--- src/rtl/cabs_pkg.sv ---
// Package for the class-aware box suppression block: sizes, config indexes,
// request and result records, back-end states. No dependencies.
package cabs_pkg;

  localparam int MAX_BOXES   = 1024;
  localparam int IDX_W       = $clog2(MAX_BOXES);
  localparam int CNT_W       = $clog2(MAX_BOXES + 1);
  localparam int SRC_W       = 10;
  localparam int RESULT_CAP  = 64;
  localparam int LIM_W       = 7;
  localparam int QUEUE_DEPTH = 4;
  localparam int QPTR_W      = $clog2(QUEUE_DEPTH);
  localparam int CFG_IDX_W   = 3;
  localparam int CFG_DATA_W  = 16;

  // Config register indexes
  localparam logic [CFG_IDX_W-1:0] CFG_IOU_THRESHOLD = 3'd0;
  localparam logic [CFG_IDX_W-1:0] CFG_MAX_RESULTS   = 3'd1;
  localparam logic [CFG_IDX_W-1:0] CFG_PAD_LEFT      = 3'd2;
  localparam logic [CFG_IDX_W-1:0] CFG_PAD_TOP       = 3'd3;
  localparam logic [CFG_IDX_W-1:0] CFG_FRAME_WIDTH   = 3'd4;
  localparam logic [CFG_IDX_W-1:0] CFG_FRAME_HEIGHT  = 3'd5;

  typedef struct packed {
    logic [15:0] iou_threshold;
    logic [6:0]  max_results;
    logic [14:0] pad_left;
    logic [14:0] pad_top;
    logic [14:0] frame_width;
    logic [14:0] frame_height;
  } cfg_t;

  // One classified request from the front end
  typedef struct packed {
    logic [63:0]      box;      // bottom, right, top, left from high to low
    logic [15:0]      score;
    logic [7:0]       cls;
    logic [IDX_W-1:0] idx;
    logic             store;
    logic             last;
    logic [CNT_W-1:0] count;
    logic             ovf;
  } rec_t;

  typedef struct packed {
    logic [63:0]      box;
    logic [15:0]      score;
    logic [7:0]       cls;
    logic [IDX_W-1:0] idx;
  } cand_t;

  typedef struct packed {
    logic [14:0]      left;
    logic [14:0]      top;
    logic [14:0]      right;
    logic [14:0]      bottom;
    logic [15:0]      score;
    logic [7:0]       cls;
    logic [SRC_W-1:0] src;
    logic             empty;
    logic             ovf;
    logic             last;
  } result_t;

  typedef enum logic [2:0] {
    BK_LOAD,
    BK_SCAN,
    BK_DRAIN,
    BK_MARK,
    BK_EMIT,
    BK_PREP,
    BK_FLUSH
  } back_state_t;

endpackage

--- src/rtl/cabs_queue.sv ---
// Short request queue between the front and back ends.
// Depends on cabs_pkg.
module cabs_queue (
  input  logic           clk,
  input  logic           rst,
  input  logic           wr_valid,
  output logic           wr_ready,
  input  cabs_pkg::rec_t wr_data,
  output logic           rd_valid,
  input  logic           rd_ready,
  output cabs_pkg::rec_t rd_data
);

  cabs_pkg::rec_t              slots [cabs_pkg::QUEUE_DEPTH];
  logic [cabs_pkg::QPTR_W-1:0] wr_ptr;
  logic [cabs_pkg::QPTR_W-1:0] rd_ptr;
  logic [cabs_pkg::QPTR_W:0]   fill;
  logic                        do_wr;
  logic                        do_rd;

  assign wr_ready = fill != (cabs_pkg::QPTR_W + 1)'(cabs_pkg::QUEUE_DEPTH);
  assign rd_valid = fill != '0;
  assign rd_data  = slots[rd_ptr];
  assign do_wr    = wr_valid && wr_ready;
  assign do_rd    = rd_valid && rd_ready;

  // Hold payload
  always_ff @(posedge clk) begin
    if (do_wr) begin
      slots[wr_ptr] <= wr_data;
    end
  end

  // Advance pointers
  always_ff @(posedge clk) begin
    if (rst) begin
      wr_ptr <= '0;
      rd_ptr <= '0;
      fill   <= '0;
    end else begin
      if (do_wr) wr_ptr <= wr_ptr + 1'b1;
      if (do_rd) rd_ptr <= rd_ptr + 1'b1;
      fill <= fill + (cabs_pkg::QPTR_W + 1)'(do_wr) - (cabs_pkg::QPTR_W + 1)'(do_rd);
    end
  end

endmodule

--- config.mk ---
export PLATFORM = sky130hd
export DESIGN_NAME = cabs_queue
export DESIGN_NICKNAME = d
export VERILOG_FILES = /design/src/rtl/cabs_pkg.sv /design/src/rtl/cabs_queue.sv
export SDC_FILE = /design/constraint.sdc
export NUM_CORES = 1
export LEC_CHECK = 0
export ABC_AREA = 1
export BUFFER_PORTS_ARGS = -buffer_cell sky130_fd_sc_hd__buf_4
export CAP_MARGIN = 20
export CORE_UTILIZATION = 52
export DETAILED_ROUTE_END_ITERATION = 12
export MAX_ROUTING_LAYER = met4
export PLACE_DENSITY_LB_ADDON = 0.25
export SYNTH_ARGS = -nofsm -noshare
export SYNTH_HDL_FRONTEND = slang
export SYNTH_SLANG_ARGS = --single-unit
--- constraint.sdc ---
create_clock -name clk -period 6.69 [get_ports clk]
set_input_delay 1.6725 -clock clk [delete_from_list [all_inputs] [get_ports clk]]
set_output_delay 1.6725 -clock clk [all_outputs]
set_load 0.01 [all_outputs]
# Word level (Yosys, flattened, before mapping)
# Memory sizes are Yosys's and may differ from the RTL's. A register that Yosys moved wholly into a read port is not among the register bits.
# Index checks and enable logic that the tools add are counted.
[totals]
elab_cells = 16
mem_bits_rw = 448
output_inout_bits = 114
mem_count = 1
register_bits = 7
input_bits = 116
[classes]
n_eq_ne = 1
add_sub_neg = 4
reduce_logical = 3
muxes = 4
[mem_list]
columns = ["name", "words", "word_bits", "rd", "rd_ports_with_merged_regs", "write_ports", "line", "rtl"]
rows = [
  ["slots", 4, 112, 1, 1, 1, "cabs_queue.sv:14", "cabs_pkg::rec_t slots [cabs_pkg::QUEUE_DEPTH];"],
]
[ops]
columns = ["operator", "count"]
rows = [
  ["2-bit by 1-bit adder with 2-bit output (second input constant)", 2],
  ["2-bit two-way mux", 2],
  ["3-bit by 1-bit adder with 3-bit output", 1],
  ["3-bit inequality test (second input constant)", 1],
  ["3-bit nonzero test", 1],
  ["3-bit by 1-bit subtractor with 3-bit output", 1],
  ["1-bit logical AND", 2],
  ["1-bit two-way mux", 2],
]

# Depth between registers and ports, before layout
[logic_depth]
word_depth = 4
depth_mapped = 10
depth_no_buf = 10

# Worst setup path after synthesis
# No wires, ideal clock.
[synth_timing]
kind = "input port to flip-flop"
startpoint = "input wr_valid"
endpoint = "memory slots[0][0] in the netlist's numbering (enable)"
slack_ps = -347
stages = 2
t_required_ps = 6105
setup_ps = 585
n_path_buf = 0
arrival_time_ps = 6453
cell_sequence = "nand2_1 > nor2_1"
[synth_between]
elab_chain_len = 3
[synth_lines]
columns = ["item", "line", "rtl"]
rows = [
  ["start, declared", "cabs_queue.sv:6", "input logic wr_valid,"],
  ["1-bit logical AND", "cabs_queue.sv:24", "assign do_wr = wr_valid && wr_ready;"],
  ["1-bit two-way mux", "cabs_queue.sv:29", "if (do_wr) begin"],
  ["1-bit two-way mux (not written as such)", "cabs_queue.sv:30", "slots[wr_ptr] <= wr_data;"],
  ["end, declared", "cabs_queue.sv:14", ""],
]
# No other way between the ends.

==> impl_metrics.py <==
metrics = {
    "synth": {
        "synthMuxAreaShare": 0,
        "yosysWarnings": 0,
        "synth_seq_cells": 457,
        "synth.distinct_cells": 22,
        "synth_top_family_by_area": "compound AO/OA/AOI/OAI gates",
        "yosysTopAreaCell": "edfxtp_1",
        "synthTopCellsByArea": "edfxtp_1, nor2_1, o21ai_0",
        "syn_nets": 1271,
        "yosys.area_share.simple": 0.0556,
        "synth_xor_area_frac": 0,
        "synth-compound-area-share": 0.109,
        "synth_adder_area_share": 0.00557,
        "avgSynthCellArea_sq_um": 14.9,
        "seq_area_frac_synth": 0.798,
        "syn_area_sq_um": 17100,
        "yosysTopAreaCellShare": 0.788,
        "synthesis.instances": 1148,
    },
    "routing": {
        "wl_per_cell_um": 19.1,
        "drtIter0Drc": 826,
        "viasPerCell": 5.53,
        "ant_nets": 0,
        "drt-pass1-iter-count": 5,
        "vias": 10200,
        "drc": 0,
        "drt_wl_total_mm": 35.1,
    },
    "place": {
        "portBuffers": 229,
        "dpl.hpwl_mm": 18.8,
        "place_congestion": 0.748,
        "dp.cells": 1752,
    },
    "min_path": {
        "holdCritPathClass": "reg -> reg",
    },
    "power_and_ir_drop": {
        "power_per_cell_area_nw_per_um2": 378,
        "internal_power_mw": 5.51,
        "p_clk_frac": 0.301,
        "p_leak_nw": 7.10,
        "power.switching_mw": 2.21,
        "pwr-share-comb": 0.231,
        "peakVddDrop_uv": 217,
        "finalPower_mw": 7.71,
        "power_switching_share": 0.286,
        "pwr-share-seq": 0.468,
    },
    "sta": {
        "fin_crit_sh": 0.720,
        "relSlewSlack": 0.262,
        "drv_slew": 0,
        "finalHoldViolCount": 0,
        "skew_ps": 13.6,
        "max_freq_mhz": 208,
        "worstMarginPinSlew_ps": 1110,
        "finalSetupViolCount": 0,
        "rsz0062_at_grt": "no",
        "finalWorstPathRequiredPeriod_ps": 4820,
    },
    "setup_path": {
        "required_ps": 5020,
        "cp-end-kind": "primary output",
        "crit_fanout": 176,
        "cp_data_arrival_time_ps": 3140,
        "worstSetupStartpointType": "flop",
        "criticalPathCategory": "reg -> out",
    },
    "global_routing": {
        "antenna_found_initial": 2,
        "grt_max_degree": 177,
        "use_met1": 0.276,
        "grt_pass1_vias": 10100,
        "grtUsageTotal": 0.216,
        "grt_pass1_wl_mm": 53.8,
        "overflow": 0,
        "grt_use_met3": 0.0534,
        "grt_use_met2": 0.345,
        "top_usage_layer": "met2",
    },
    "die": {
        "ios": 230,
        "start_util": 0.534,
        "die-width_um": 183,
        "core_area_sq_um": 32000,
        "dieHeight_um": 183,
        "fp-row-count": 65,
        "die_area_sq_um": 33600,
    },
    "job": {
        "cap_violations": 0,
    },
    "clock_network": {
        "post-cts-setup-buffer-count": 0,
        "clkLatencyLatePin_ps": 540,
        "cts_sinks": 457,
        "cts_made_buffers": 45,
        "cts_root_buffer": "clkbuf_16",
        "post_cts_resized": 0,
        "clkTransAtPathRegs_ps": 60,
        "ctsHoldBuffers": 0,
        "htree_levels": 2,
        "tritoncts": "done",
        "clock_tree.buffer_depth": 3,
    },
    "layout": {
        "layout_common_cells": "edfxtp_1, buf_4, nor2_1, o21ai_0, o22ai_1",
        "num-nets-final": 1487,
        "mostFrequentLayoutCell": "edfxtp_1",
        "syn_to_final_growth_pct": 19.4,
        "nFillCells": 2336,
        "drive_above_1_share": 0.222,
        "utilization": 0.638,
        "fin_cells": 1835,
    },
    "run_status": {
        "status": "finished, final reports clean",
    },
}
final timing paths:
kind	depth (start not counted)	slack [ps]	end	startpoint
min	2	490	flop	rd_ptr[0]
min reg2reg	2	490	flop	rd_ptr[0]
max	5	1870	rd_data[68]	flop
max reg2reg	10	4360	fill[2]	fill[1]
final cells by class:
cell class,count,area [sq um],area share
inverter,16,68.8,0.00338
clock inverter,23,136,0.00669
antenna,2,5.00,0.000245
clock buffer,58,1230,0.0602
tap,435,544,0.0267
sequential,457,13600,0.669
timing repair buffer,242,1830,0.0897
multi-input combinational,602,2940,0.144
power by group through the flow:
stage	clock (mW)	combinational (mW)	sequential (mW)
detailed placement	0	1.79	3.67
floorplan	0	1.06	3.65
global placement	0	1.77	3.66
CTS	2.37	1.80	3.61
finish	2.33	1.78	3.61
global route	2.49	1.94	3.64
per-stage QoR:
step / cell area, sq um / hold slack [ps] / setup WS, ps / setup TNS [ps]
2_1_floorplan: 17100 / 448 / -347 / -155650
3_5_place_dp: 19000 / 478 / 2520 / 0
4_1_cts: 20400 / 494 / 1950 / 0
3_3_place_gp: 19000 / 456 / 2590 / 0
5_1_grt: 20400 / 526 / 1790 / 0
6_report: 20400 / 488 / 1870 / 0
cells by family after synthesis:
group,Yosys count
adders and majority gates,7
buffers and inverters,89
DFF,457
AOI/OAI and AO/OA,343
and+or+nand+nor,252
synthesized netlist by cell type:
cell,count
buf_12,1
dfxtp_1,9
buf_2,8
a21boi_0,2
edfxtp_1,448
o22ai_1,112
buf_8,2
clkbuf_1,40
inv_1,14
clkbuf_2,2
o21ai_1,50
inv_2,1
a21oi_1,4
nand3_1,3
nand2_1,12
buf_6,18
inv_8,1
ha_1,6
buf_4,2
fa_1,1
o21ai_0,175
nor2_1,237
critical path, stage by stage, from the launching register on:
cell and delay [ps]:
dfxtp_4 560, inv_8 650, buf_4 580, o21ai_1 110, o22ai_1 220, buf_4 170
metal layers:
metal	part of all wire	vias up
li1	-	4756
met1	0.41	4975
met2	0.48	356
met3	0.084	65
met4	0.021	0
met5	0	-
sequential cells by signal, indices dropped and copies added (netlist names), named ones only:
signal and flops:
wr_ptr 2, fill 3, rd_ptr 2, slots 448
Note: power is estimated with default switching activity, not from simulation.
