## src/rtl/cabs_pkg.sv

```systemverilog
// Package for the class-aware box suppression block: sizes, config indexes,
// request and result records, back-end states. No dependencies.
package cabs_pkg;

  localparam int MAX_BOXES   = 1024;
  localparam int IDX_W       = $clog2(MAX_BOXES);
  localparam int CNT_W       = $clog2(MAX_BOXES + 1);
  localparam int SRC_W       = 10;
  localparam int RESULT_CAP  = 64;
  localparam int LIM_W       = 7;
  localparam int QUEUE_DEPTH = 4;
  localparam int QPTR_W      = $clog2(QUEUE_DEPTH);
  localparam int CFG_IDX_W   = 3;
  localparam int CFG_DATA_W  = 16;

  // Config register indexes
  localparam logic [CFG_IDX_W-1:0] CFG_IOU_THRESHOLD = 3'd0;
  localparam logic [CFG_IDX_W-1:0] CFG_MAX_RESULTS   = 3'd1;
  localparam logic [CFG_IDX_W-1:0] CFG_PAD_LEFT      = 3'd2;
  localparam logic [CFG_IDX_W-1:0] CFG_PAD_TOP       = 3'd3;
  localparam logic [CFG_IDX_W-1:0] CFG_FRAME_WIDTH   = 3'd4;
  localparam logic [CFG_IDX_W-1:0] CFG_FRAME_HEIGHT  = 3'd5;

  typedef struct packed {
    logic [15:0] iou_threshold;
    logic [6:0]  max_results;
    logic [14:0] pad_left;
    logic [14:0] pad_top;
    logic [14:0] frame_width;
    logic [14:0] frame_height;
  } cfg_t;

  // One classified request from the front end
  typedef struct packed {
    logic [63:0]      box;      // bottom, right, top, left from high to low
    logic [15:0]      score;
    logic [7:0]       cls;
    logic [IDX_W-1:0] idx;
    logic             store;
    logic             last;
    logic [CNT_W-1:0] count;
    logic             ovf;
  } rec_t;

  typedef struct packed {
    logic [63:0]      box;
    logic [15:0]      score;
    logic [7:0]       cls;
    logic [IDX_W-1:0] idx;
  } cand_t;

  typedef struct packed {
    logic [14:0]      left;
    logic [14:0]      top;
    logic [14:0]      right;
    logic [14:0]      bottom;
    logic [15:0]      score;
    logic [7:0]       cls;
    logic [SRC_W-1:0] src;
    logic             empty;
    logic             ovf;
    logic             last;
  } result_t;

  typedef enum logic [2:0] {
    BK_LOAD,
    BK_SCAN,
    BK_DRAIN,
    BK_MARK,
    BK_EMIT,
    BK_PREP,
    BK_FLUSH
  } back_state_t;

endpackage

```

## src/rtl/cabs_front.sv

```systemverilog
// Front end: takes candidate requests, assigns store slots, flags capacity
// overflow and frame ends. Depends on cabs_pkg.
module cabs_front (
  input  logic           clk,
  input  logic           rst,
  input  logic           in_valid,
  output logic           in_ready,
  input  logic [87:0]    in_data,
  input  logic           in_last,
  output logic           push,
  input  logic           push_ready,
  output cabs_pkg::rec_t rec
);

  logic [cabs_pkg::CNT_W-1:0] count;
  logic                       ovf;
  logic                       store;

  assign in_ready = push_ready;
  assign push     = in_valid && push_ready;
  assign store    = count < cabs_pkg::CNT_W'(cabs_pkg::MAX_BOXES);

  // Build the classified request
  always_comb begin
    rec.box   = in_data[63:0];
    rec.score = in_data[79:64];
    rec.cls   = in_data[87:80];
    rec.idx   = count[cabs_pkg::IDX_W-1:0];
    rec.store = store;
    rec.last  = in_last;
    rec.count = store ? count + 1'b1 : count;
    rec.ovf   = ovf || !store;
  end

  // Advance the per-frame fill count
  always_ff @(posedge clk) begin
    if (rst) begin
      count <= '0;
      ovf   <= 1'b0;
    end else if (push) begin
      if (in_last) begin
        count <= '0;
        ovf   <= 1'b0;
      end else begin
        count <= rec.count;
        ovf   <= rec.ovf;
      end
    end
  end

endmodule

```

## config.mk

```make
export PLATFORM = sky130hd
export DESIGN_NAME = cabs_front
export DESIGN_NICKNAME = d
export VERILOG_FILES = /design/src/rtl/cabs_pkg.sv /design/src/rtl/cabs_front.sv
export SDC_FILE = /design/constraint.sdc
export NUM_CORES = 1
export LEC_CHECK = 0
export ABC_AREA = 1
export ABC_CLOCK_PERIOD_IN_PS = 1400
export CORE_MARGIN = 1
export CORE_UTILIZATION = 24
export CTS_CLUSTER_SIZE = 20
export DETAILED_ROUTE_END_ITERATION = 10
export DONT_BUFFER_PORTS = 1
export GPL_TIMING_DRIVEN = 0
export SLEW_MARGIN = 10
export SYNTH_ARGS = -nofsm -noshare
export SYNTH_HDL_FRONTEND = slang
export SYNTH_SLANG_ARGS = --single-unit
```

## constraint.sdc

```tcl
create_clock -name clk -period 1.4 [get_ports clk]
set_input_delay 0.28 -clock clk [delete_from_list [all_inputs] [get_ports clk]]
set_output_delay 0.28 -clock clk [all_outputs]
set_load 0.005 [all_outputs]
```

* Word level (Yosys, flattened, before mapping) *
Cells that the tools add are included.

word-level totals
  register bits after elaboration = 12
  logic and storage cells = 10
  input port bits = 93

cells by class
  add/sub/neg operators = 1
  order comparisons = 1
  multiplexer cells = 3
  reduce and logical (&&, ||, !) cells = 3

operators by type and width
  cell                     number
  $mux W11                 2
  $add A11 B1 Y11 const B  1
  $lt A11 B11 Y1 const B   1
  $logic_and A1 B1 Y1      1
  $logic_not A1 Y1         1
  $logic_or A1 B1 Y1       1
  $mux W1                  1

* Logic depth before layout (Yosys ltp) *
Gate-level depths: netlist of run 1.

  depth after elaboration = 4
  depth in mapped cells = 9
  mapped depth without buffers = 8

* Worst setup path before layout of run 1 *
OpenSTA, ideal clock, no wires.

  kind = register to output
  start = register count[0] (netlist name)
  end = output rec[7] (netlist name)
  stages on the path, launching flop included = 8
  setup slack = 25 ps
  arrival = 1,095 ps
  data required time = 1,120 ps
  path buffers = 0
  path through = dfxtp_1 > ha_1 > nand3_2 > nor2_4 > nand2_1 > nand2_1 > nand2_1 > inv_1

RTL lines
  item                    RTL line          source
  start, declared         cabs_front.sv:15  logic [cabs_pkg::CNT_W-1:0] count;
  start signal, assigned  cabs_front.sv:45  count <= rec.count;
  end, declared           cabs_front.sv:12  output cabs_pkg::rec_t rec

==> results of run 1 <==
[area by class of cell]
cell class                      instances  area [um2]  area share
Buffer                                105         788       0.417
Multi-Input combinational cell         85         561       0.297
Sequential cell                        12         255       0.135
Timing Repair Buffer                   12         105      0.0556
Tap cell                               75        93.8      0.0497
Inverter                               10        45.0      0.0238
Clock buffer                            3        41.3      0.0219
[power by group through the flow]
stage	clock network [uW]	logic (uW)	registers, uW
floorplan	0	234	353
global placement	0	257	354
detailed placement	0	256	354
CTS	330	264	343
global route	349	290	343
finish	324	262	343
[sequential cells by signal (all words and copies together) (netlist names)]
name	cells
count	11
ovf	1
[kinds of logic after synthesis]
family / count (synthesis) / synth area share
buffers and inverters: 115 / 0.536
and+or+nand+nor: 68 / 0.228
AOI/OAI and AO/OA: 13 / 0.0511
DFF: 12 / 0.156
xor gates and xnor gates: 3 / 0.0219
adders and majority gates: 1 / 0.00810
[per-stage QoR]
stage          worst slack, ps  utilization
2_1_floorplan             24.6            -
3_3_place_gp              -104        0.270
3_5_place_dp              -119        0.270
4_1_cts                   -152        0.300
5_1_grt                   -228        0.312
6_report                  -145        0.312
[Yosys cell counts (3+ instances only)]
| cell | n | area (um2) |
|---|---|---|
| a21oi_1 | 9 | 45.0 |
| a21oi_2 | 3 | 26.3 |
| buf_4 | 102 | 766 |
| dfxtp_1 | 12 | 240 |
| inv_1 | 9 | 33.8 |
| nand2_1 | 40 | 150 |
| nand2_2 | 4 | 25.0 |
| nand3_1 | 6 | 30.0 |
| nand3_2 | 3 | 30.0 |
| nor2_1 | 3 | 11.3 |
| nor2_4 | 3 | 33.8 |
[layer usage]
layer  track usage  vias to the layer above  routed length [um]
met4        0.0474                        0                  50
met2         0.189                      119                2010
li1              -                      582                   -
met3        0.0198                        5                 428
met1        0.0991                      555                1070
met5             0                        -                   0
[how the worst max path moves through the flow]
stage,endpoint,startpoint,slack [ps]
floorplan,rec[7],count[0],20
global placement,rec[7],count[0],-100
detailed placement,rec[7],count[0],-120
CTS,rec[7],count[1],-150
global route,count[6],count[0],-230
finish,rec[7],count[0],-140
[worst reg2reg max path: stages, from the launching register on]
cell and delay [ps]:
dfxtp_4 370, ha_4 150, nand3_4 80, nor2_4 160
nand2_2 70, nand2_2 60, buf_4 90, buf_4 90
buf_4 90, buf_4 90, nand3_1 60, a21oi_1 140
[repair_timing]
action	CTS	global route
pin swaps	4	17
endpoints found under the hold margin	0	0
gates cloned	0	0
buffers inserted	10	2
gates resized for setup	19	17
setup endpoints to repair	11	10
==> flow_summary.yaml, run 1 <==
sta:
  fin_crit_ps: 1540
  skew_ps: 1.09
  hold_violations: 0
  finalMaxSlewViolations: 0
  max_freq_mhz: 647
  holdWs_ps: 89.4
  fin_crit_sh: 1.10
  worst_slew_pin_slew_ps: 582
  max_slew_margin: 0.612
  setup_tns_ps: -982
  finalSetupViolations: 9
  fin_ws_ps: -145
  rsz0062_at_grt: "true"
detailed_routing:
  first_pass_iters: 4
  postRouteAntennaNets: 0
  vias_per_cell: 4.18
  drt_iter0_drc: 31
  drc: 0
  wl_um: 3550
  wl_per_cell_um: 11.8
  vias: 1261
synthesis:
  synth_area_um2: 1540
  syn_nets: 306
  synth_edf_count: 0
  async_flop_share: 0
  synth_cells: 212
  avgSynthCellArea_um2: 7.28
  seq_area_frac_synth: 0.156
  synth_ff_type: "dfxtp_1"
  yosysWarnings: 0
  ys_types: 25
  ys_ff_latch: 12
placement:
  place.gp.congestion: 0.748
  numPortBuffers: 0
  dp.cells: 287
  place_area_um2: 1640
  hpwl_um: 2870
die:
  die_width_um: 82.2
  initial_utilization: 0.255
  die-area_um2: 6760
  die-height_um: 82.2
  pin_count: 207
  core-area_um2: 6060
  fp-row-count: 28
critical_path:
  max_stage_delay_ps: 370
  regToRegSetupSlack_ps: -110
  r2r_end: "count[6]"
  crit_slowest_cell: "dfxtp_4"
  critPathBufInv: 1
  cp_max_fo: 5
  end_kind: "output pin"
  critPathTopFamily: "simple AND/OR/NAND/NOR gates"
  cp_data_arrival_time_ps: 1260
  worstSetupStartpointType: "flop"
  criticalPathCategory: "reg -> out"
  reg2reg_from: "count[0]"
  reg2reg_depth: 11
  crit_chain: "ha_4 -> nand3_4 -> nor2_4 -> nand3_1 -> nand2_1 -> inv_1"
  cp.required_ps: 1120
  path_depth: 6
cts:
  cts_hold_buffers: 0
  clk_latency_ps: 240
  cts.path.max_buffers: 2
  htree_levels: 1
  cts.sinks: 12
  cts-root-buf: "clkbuf_8"
  clk_pin_slew_ps: 50
  cts_buffers: 3
  cts_tree: "built"
global_route:
  grtUsageTotal: 0.0981
  grt_pass1_vias: 1015
  grt_pass1_wl_um: 4910
  overflow: 0
  grt_max_degree: 11
  antenna_found_initial: 0
cells_and_area:
  design_area_um2: 1890
  area_delta_synth_final_pct: 22.4
  drive_above_1_share: 0.709
  layout.nets: 323
  n_fill_cell: 640
  antenna_cells: 0
  fin_cells: 302
  layout_commonest_cell: "buf_4"
  layout_common_cells: "109 x buf_4, 36 x nand2_1, 8 x nand2_2, 8 x a21oi_1, 7 x inv_1"
pwr:
  p_sw_uw: 225
  leakagePower_uw: 0.000902
  power.total_uw: 929
  p_int_uw: 704
  vdd_ir_drop_max_uv: 230
  power.density_nw_per_um2: 492
  swShare: 0.242
  power_frac_clock: 0.349
  power_frac_comb: 0.282
  seqPwrFrac: 0.369
min_path:
  hp-class: "in -> reg"
  whs_path_depth: 1
  hp-start: "rst"
  hold_path_end: "count[0]"
job:
  drv_cap: 0
outcome:
  violations: "negative setup slack"
  status: "finished, violations left"
No activity file was read; power rests on OpenSTA's default activity.
==> run 2: changes to the inputs <==
Settings changed: REMOVE_ABC_BUFFERS set to 1.
==> run 2 against run 1 <==
Net effect:
- the run still ends with negative setup slack left
- routed wire length grew to 2.9 times the previous value
- critical path type unchanged
- clock power grew 25%
- sequential power shrank 1%
- non-clock buffer count shrank 112
- design area shrank 45%
- register-to-register slack gained 240 ps
- total power shrank 17%
- combinational power shrank 91%
==> flow_summary.yaml, run 2 (same netlist as run 1, synthesis figures left out) <==
critical_path:
  end_kind: "output pin"
  cp_max_fo: 6
  max_stage_delay_ps: 400
  cp_data_arrival_time_ps: 1290
  critPathBufInv: 1
  cp.required_ps: 1120
  crit_chain: "ha_4 -> nand3_2 -> nor2_4 -> nand2_2 -> nand2_2 -> nand2_2 -> inv_2"
  crit_slowest_cell: "dfxtp_4"
  worstSetupStartpointType: "flop"
  criticalPathCategory: "reg -> out"
  cp_common_cell: "nand2_2"
  critPathTopFamily: "simple AND/OR/NAND/NOR gates"
detailed_routing:
  drt_iter0_drc: 51
  vias_per_cell: 5.04
  postRouteAntennaNets: 0
  wl_um: 10300
  met1_length_um: 1240
  wl_met2_um: 5590
  first_pass_iters: 4
  vias: 963
  routed.top_layer: "met5"
  wl_met3_um: 2500
  drc: 0
  wl_per_cell_um: 53.8
cells_and_area:
  drive_above_1_share: 0.448
  layout_common_cells: "35 x nand2_1, 9 x a21oi_1, 8 x inv_1, 8 x nand2_2"
  largest_reg_flops: 11
  largestRegisters: "count (11), ovf (1)"
  largest-register: "count"
  layout_commonest_cell: "nand2_1"
  design_area_um2: 1040
  layout.nets: 211
  area_delta_synth_final_pct: -32.5
  antenna_cells: 0
cts:
  cts.sinks: 12
  cts-root-buf: "clkbuf_8"
  cts_hold_buffers: 0
  cts_tree: "built"
  clk_latency_ps: 250
  cts_buffers: 3
  htree_levels: 1
  clk_pin_slew_ps: 60
  cts.path.max_buffers: 2
global_route:
  grt_pass1_vias: 864
  grtUsageTotal: 0.302
  overflow: 0
  grt_max_degree: 15
  antenna_found_initial: 0
  grt_pass1_wl_um: 11700
placement:
  numPortBuffers: 0
  place.gp.congestion: 0.912
  hpwl_um: 9640
  place_area_um2: 853
die:
  pin_count: 207
  core-area_um2: 6060
  initial_utilization: 0.255
  die-area_um2: 6760
  die-height_um: 82.2
  fp-row-count: 28
  die_width_um: 82.2
sta:
  finalSetupViolations: 9
  max_freq_mhz: 637
  rsz0062_at_grt: "true"
  max_slew_margin: 0.601
  hold_violations: 0
  fin_ws_ps: -170
  setup_tns_ps: -997
  worst_slew_pin_slew_ps: 596
  finalMaxSlewViolations: 0
  fin_crit_ps: 1570
  fin_crit_sh: 1.12
  skew_ps: 1.31
outcome:
  status: "finished, violations left"
  violations: "negative setup slack"
min_path:
  hp-class: "in -> reg"
pwr:
  vdd_ir_drop_max_uv: 272
  power.density_nw_per_um2: 736
  leakagePower_uw: 0.000365
job:
  drv_cap: 0
run 2: area by class of cell:
class                   instances  area [um2]
clock buffers                   4        55.1
fillers                       677        5020
inverters                      10        45.0
multi-input cells              85         546
flip-flops and latches         12         265
well taps                      75        93.8
repair buffers                  5        37.5
run 2: per-layer routing:
layer | track usage | up-vias
met5 | 0.0750 | -
met4 | 0.216 | 2
met3 | 0.338 | 37
met2 | 0.589 | 172
met1 | 0.101 | 394
li1 | - | 358
run 2: power by group:
group / switching (uW) / internal, uW / leakage (uW)
Clock: 154 / 250 / 0.0000288
Combinational: 18.3 / 6.07 / 0.000233
Sequential: 4.43 / 335 / 0.000103
Total: 177 / 591 / 0.000365
run 2: worst register-to-register path: stages, from the launching register on:
cell and delay (ps):
dfxtp_4 400, ha_4 150, buf_4 110, nand2_4 70, nor2_4 100, xor2_2 180, nand2_1 70, a21oi_1 120
run 2: timing repair:
| item | in CTS | in global routing |
|---|---|---|
| cloned | 0 | 0 |
| gates resized for setup | 22 | 11 |
| endpoints found under the setup margin | 22 | 16 |
| buffers inserted | 3 | 2 |
| pin swaps | 4 | 5 |
run 2: worst paths after layout:
check	from	end	slack, ps	cells after the start
max	count[0]	rec[7]	-170	7
min	rst	count[8]	80	1
max reg2reg	count[0]	count[4]	130	7
min reg2reg	ovf	ovf	460	2
run 2: stage by stage:
step | setup WS [ps] | utilization | total power [uW] | hold slack, ps | std cells
global placement | -411 | 0.141 | 377 | 345 | 182
floorplan | 1.35 | - | 369 | 342 | 107
global route | -216 | 0.172 | 786 | 72.4 | 191
CTS | -234 | 0.163 | 771 | 71.0 | 189
finish | -170 | 0.172 | 767 | 75.7 | 191
detailed placement | -433 | 0.141 | 377 | 347 | 182
==> run 3: changes to the inputs <==
Settings changed: ABC_AREA 1 to 0.
==> run 3 against run 2 <==
Net effect:
- critical endpoint is now rec[6]
- maximum frequency decreased by 3.4%
- critical path type unchanged
- design area rose by 3.5%
- the flow still finishes with violations (negative setup slack)
- largest power group is now sequential cells
- total power is 9.8% lower
==> flow_summary.yaml, run 3 <==
outcome:
  status: "finished, violations left"
  violations: "negative setup slack"
die:
  die-height_um: 80.7
  pin_count: 207
  core-area_um2: 5960
  die-area_um2: 6510
  initial_utilization: 0.250
  die_width_um: 80.7
  fp-row-count: 28
cells_and_area:
  antenna_cells: 0
  drive_above_1_share: 0.490
  area_delta_synth_final_pct: -27.4
  largest-register: "count"
  layout_common_cells: "12 x buf_4, 8 x dfxtp_4, 7 x o21ai_0"
  largest_reg_flops: 11
  largestRegisters: "count (11), ovf (1)"
  n_fill_cell: 673
  layout_commonest_cell: "buf_4"
  fin_util: 0.181
  design_area_um2: 1080
  layout.nets: 194
cts:
  cts.path.max_buffers: 2
  cts-root-buf: "clkbuf_8"
  clk_latency_ps: 250
  cts_buffers: 3
  cts.sinks: 12
  cts_hold_buffers: 0
  clk_pin_slew_ps: 60
  cts_tree: "built"
  htree_levels: 1
sta:
  worst_slew_pin_slew_ps: 483
  max_slew_margin: 0.677
  holdWs_ps: 79.9
  max_freq_mhz: 616
  skew_ps: 4.46
  fin_ws_ps: -224
  finalMaxSlewViolations: 0
  rsz0062_at_grt: "true"
  setup_tns_ps: -1820
  hold_violations: 0
  fin_crit_ps: 1620
  fin_crit_sh: 1.16
  finalSetupViolations: 13
placement:
  hpwl_um: 9350
  place_area_um2: 783
  numPortBuffers: 0
  dpl_worst_slack_ps: -338
  place.gp.congestion: 0.917
detailed_routing:
  vias: 953
  drt_iter0_drc: 48
  first_pass_iters: 4
  drc: 0
  vias_per_cell: 5.51
  postRouteAntennaNets: 0
  wl_um: 10400
  wl_per_cell_um: 60.3
global_route:
  met3_usage: 0.388
  overflow: 0
  met2_usage: 0.607
  grt_max_degree: 15
  grt_use_met1: 0.103
  grt_pass1_vias: 907
  grt_most_used_layer: "met2"
  grtUsageTotal: 0.311
  antenna_found_initial: 0
  grt_pass1_wl_um: 12000
synthesis:
  synth_commonest_cells: "101 x buf_4, 12 x dfxtp_1, 9 x a21oi_1"
  synth_top_cell_area_share: 0.510
  synth_area_leader_cell: "buf_4"
  ys_types: 34
  synth_top_family_by_area: "buffers and inverters"
  ys_top_cells_by_area: "buf_4 51%, dfxtp_1 16%, xnor2_1 4.1%"
  synthAdderAreaFrac: 0.00842
  synth-compound-area-share: 0.0968
  avgSynthCellArea_um2: 7.86
  synth_most_common_cell: "buf_4"
  yosysWarnings: 0
  synth_edf_count: 0
  async_flop_share: 0
  synth-xor-area-share: 0.0530
  synth_ff_type: "dfxtp_1"
  synthSimpleGateAreaFrac: 0.129
  synth_cells: 189
  seq_area_frac_synth: 0.162
  synth_area_um2: 1490
  muxShareOfSynthArea: 0.00758
  ys_ff_latch: 12
job:
  drv_cap: 0
critical_path:
  end_kind: "output pin"
  reg2reg_depth: 6
  critPathBufInv: 1
  startpoint: "count[10]"
  crit_slowest_cell: "and4b_4"
  criticalPathCategory: "reg -> out"
  critPathTopFamily: "simple AND/OR/NAND/NOR gates"
  cp_max_fo: 5
  path_depth: 4
  r2r_end: "count[8]"
  regToRegSetupSlack_ps: -100
  cp_data_arrival_time_ps: 1340
  cp.required_ps: 1120
  worstSetupStartpointType: "flop"
  endpoint: "rec[6]"
  crit_chain: "and4b_4 -> buf_4 -> nand3_4 -> xnor2_2"
  reg2reg_from: "count[3]"
  max_stage_delay_ps: 380
pwr:
  leakagePower_uw: 0.000424
  vdd_ir_drop_max_uv: 561
  power.density_nw_per_um2: 642
min_path:
  hp-class: "in -> reg"
  whs_path_depth: 1
==> run 3: changes by cell type after synthesis, moves of 4 or more <==
| cell | before | now |
|---|---|---|
| nand2_2 | 4 | 0 |
| nor2_1 | 3 | 7 |
| inv_1 | 9 | 3 |
| or3_1 | 0 | 4 |
| o21ai_0 | 0 | 7 |
| xnor2_1 | 2 | 7 |
| nand2_1 | 40 | 4 |
==> run 3: metrics by stage <==
step	total power, uW	instances
floorplan	373	82
global placement	378	157
detailed placement	379	157
CTS	687	168
global route	713	173
finish	692	173
==> run 3: worst min-delay path by stage <==
| stage | start | to | slack [ps] |
|---|---|---|---|
| 3_3_place_gp | rst | count[5] | 350 |
| 2_1_floorplan | rst | count[3] | 350 |
| 3_5_place_dp | rst | count[6] | 350 |
| 4_1_cts | rst | count[6] | 90 |
| 6_report | rst | count[7] | 80 |
| 5_1_grt | rst | count[7] | 70 |
==> run 3: where the power goes <==
part | switching, uW | internal [uW] | leakage, uW
Clock | 141 | 191 | 0.0000216
Sequential | 3.64 | 329 | 0.000104
Combinational | 17.4 | 10.1 | 0.000298
Total | 162 | 530 | 0.000424
==> run 3: what timing repair did <==
| action | CTS | global route |
|---|---|---|
| gates resized for setup | 31 | 11 |
| pin swaps | 12 | 11 |
| endpoints found under the setup margin | 15 | 15 |
| setup buffers | 8 | 5 |
==> run 3: logic make-up (layout without fill, tap and decap cells) <==
logic type	after synthesis	count (layout)
XOR/XNOR	9	9
adder cells (fa/ha/maj)	1	1
AO/OA/AOI/OAI	24	24
buffers and inverters	110	19
multiplexers	1	1
flip-flops	12	12
AND/OR/NAND/NOR	32	32
==> run 3: area by class of cell <==
| type | count | area [um2] | share of cell area |
|---|---|---|---|
| multi-input cells | 67 | 559 | 0.519 |
| well taps | 75 | 93.8 | 0.0870 |
| clock buffers | 3 | 41.3 | 0.0383 |
| flip-flops and latches | 12 | 273 | 0.253 |
| inverters | 3 | 11.3 | 0.0104 |
| repair buffers | 13 | 100 | 0.0928 |
==> run 3: metal layers <==
metal	part of all wire	vias to the layer above
met1	0.12	390
met2	0.55	192
met4	0.061	2
met5	0.0052	-
li1	-	338
met3	0.27	31
==> run 3: worst reg2reg max path, stage by stage (launching register included) <==
cell     delay [ps]
dfxtp_4         410
and4_4          270
buf_4           120
buf_4            90
a41oi_1         110
o21ai_0         290
a21oi_2          90
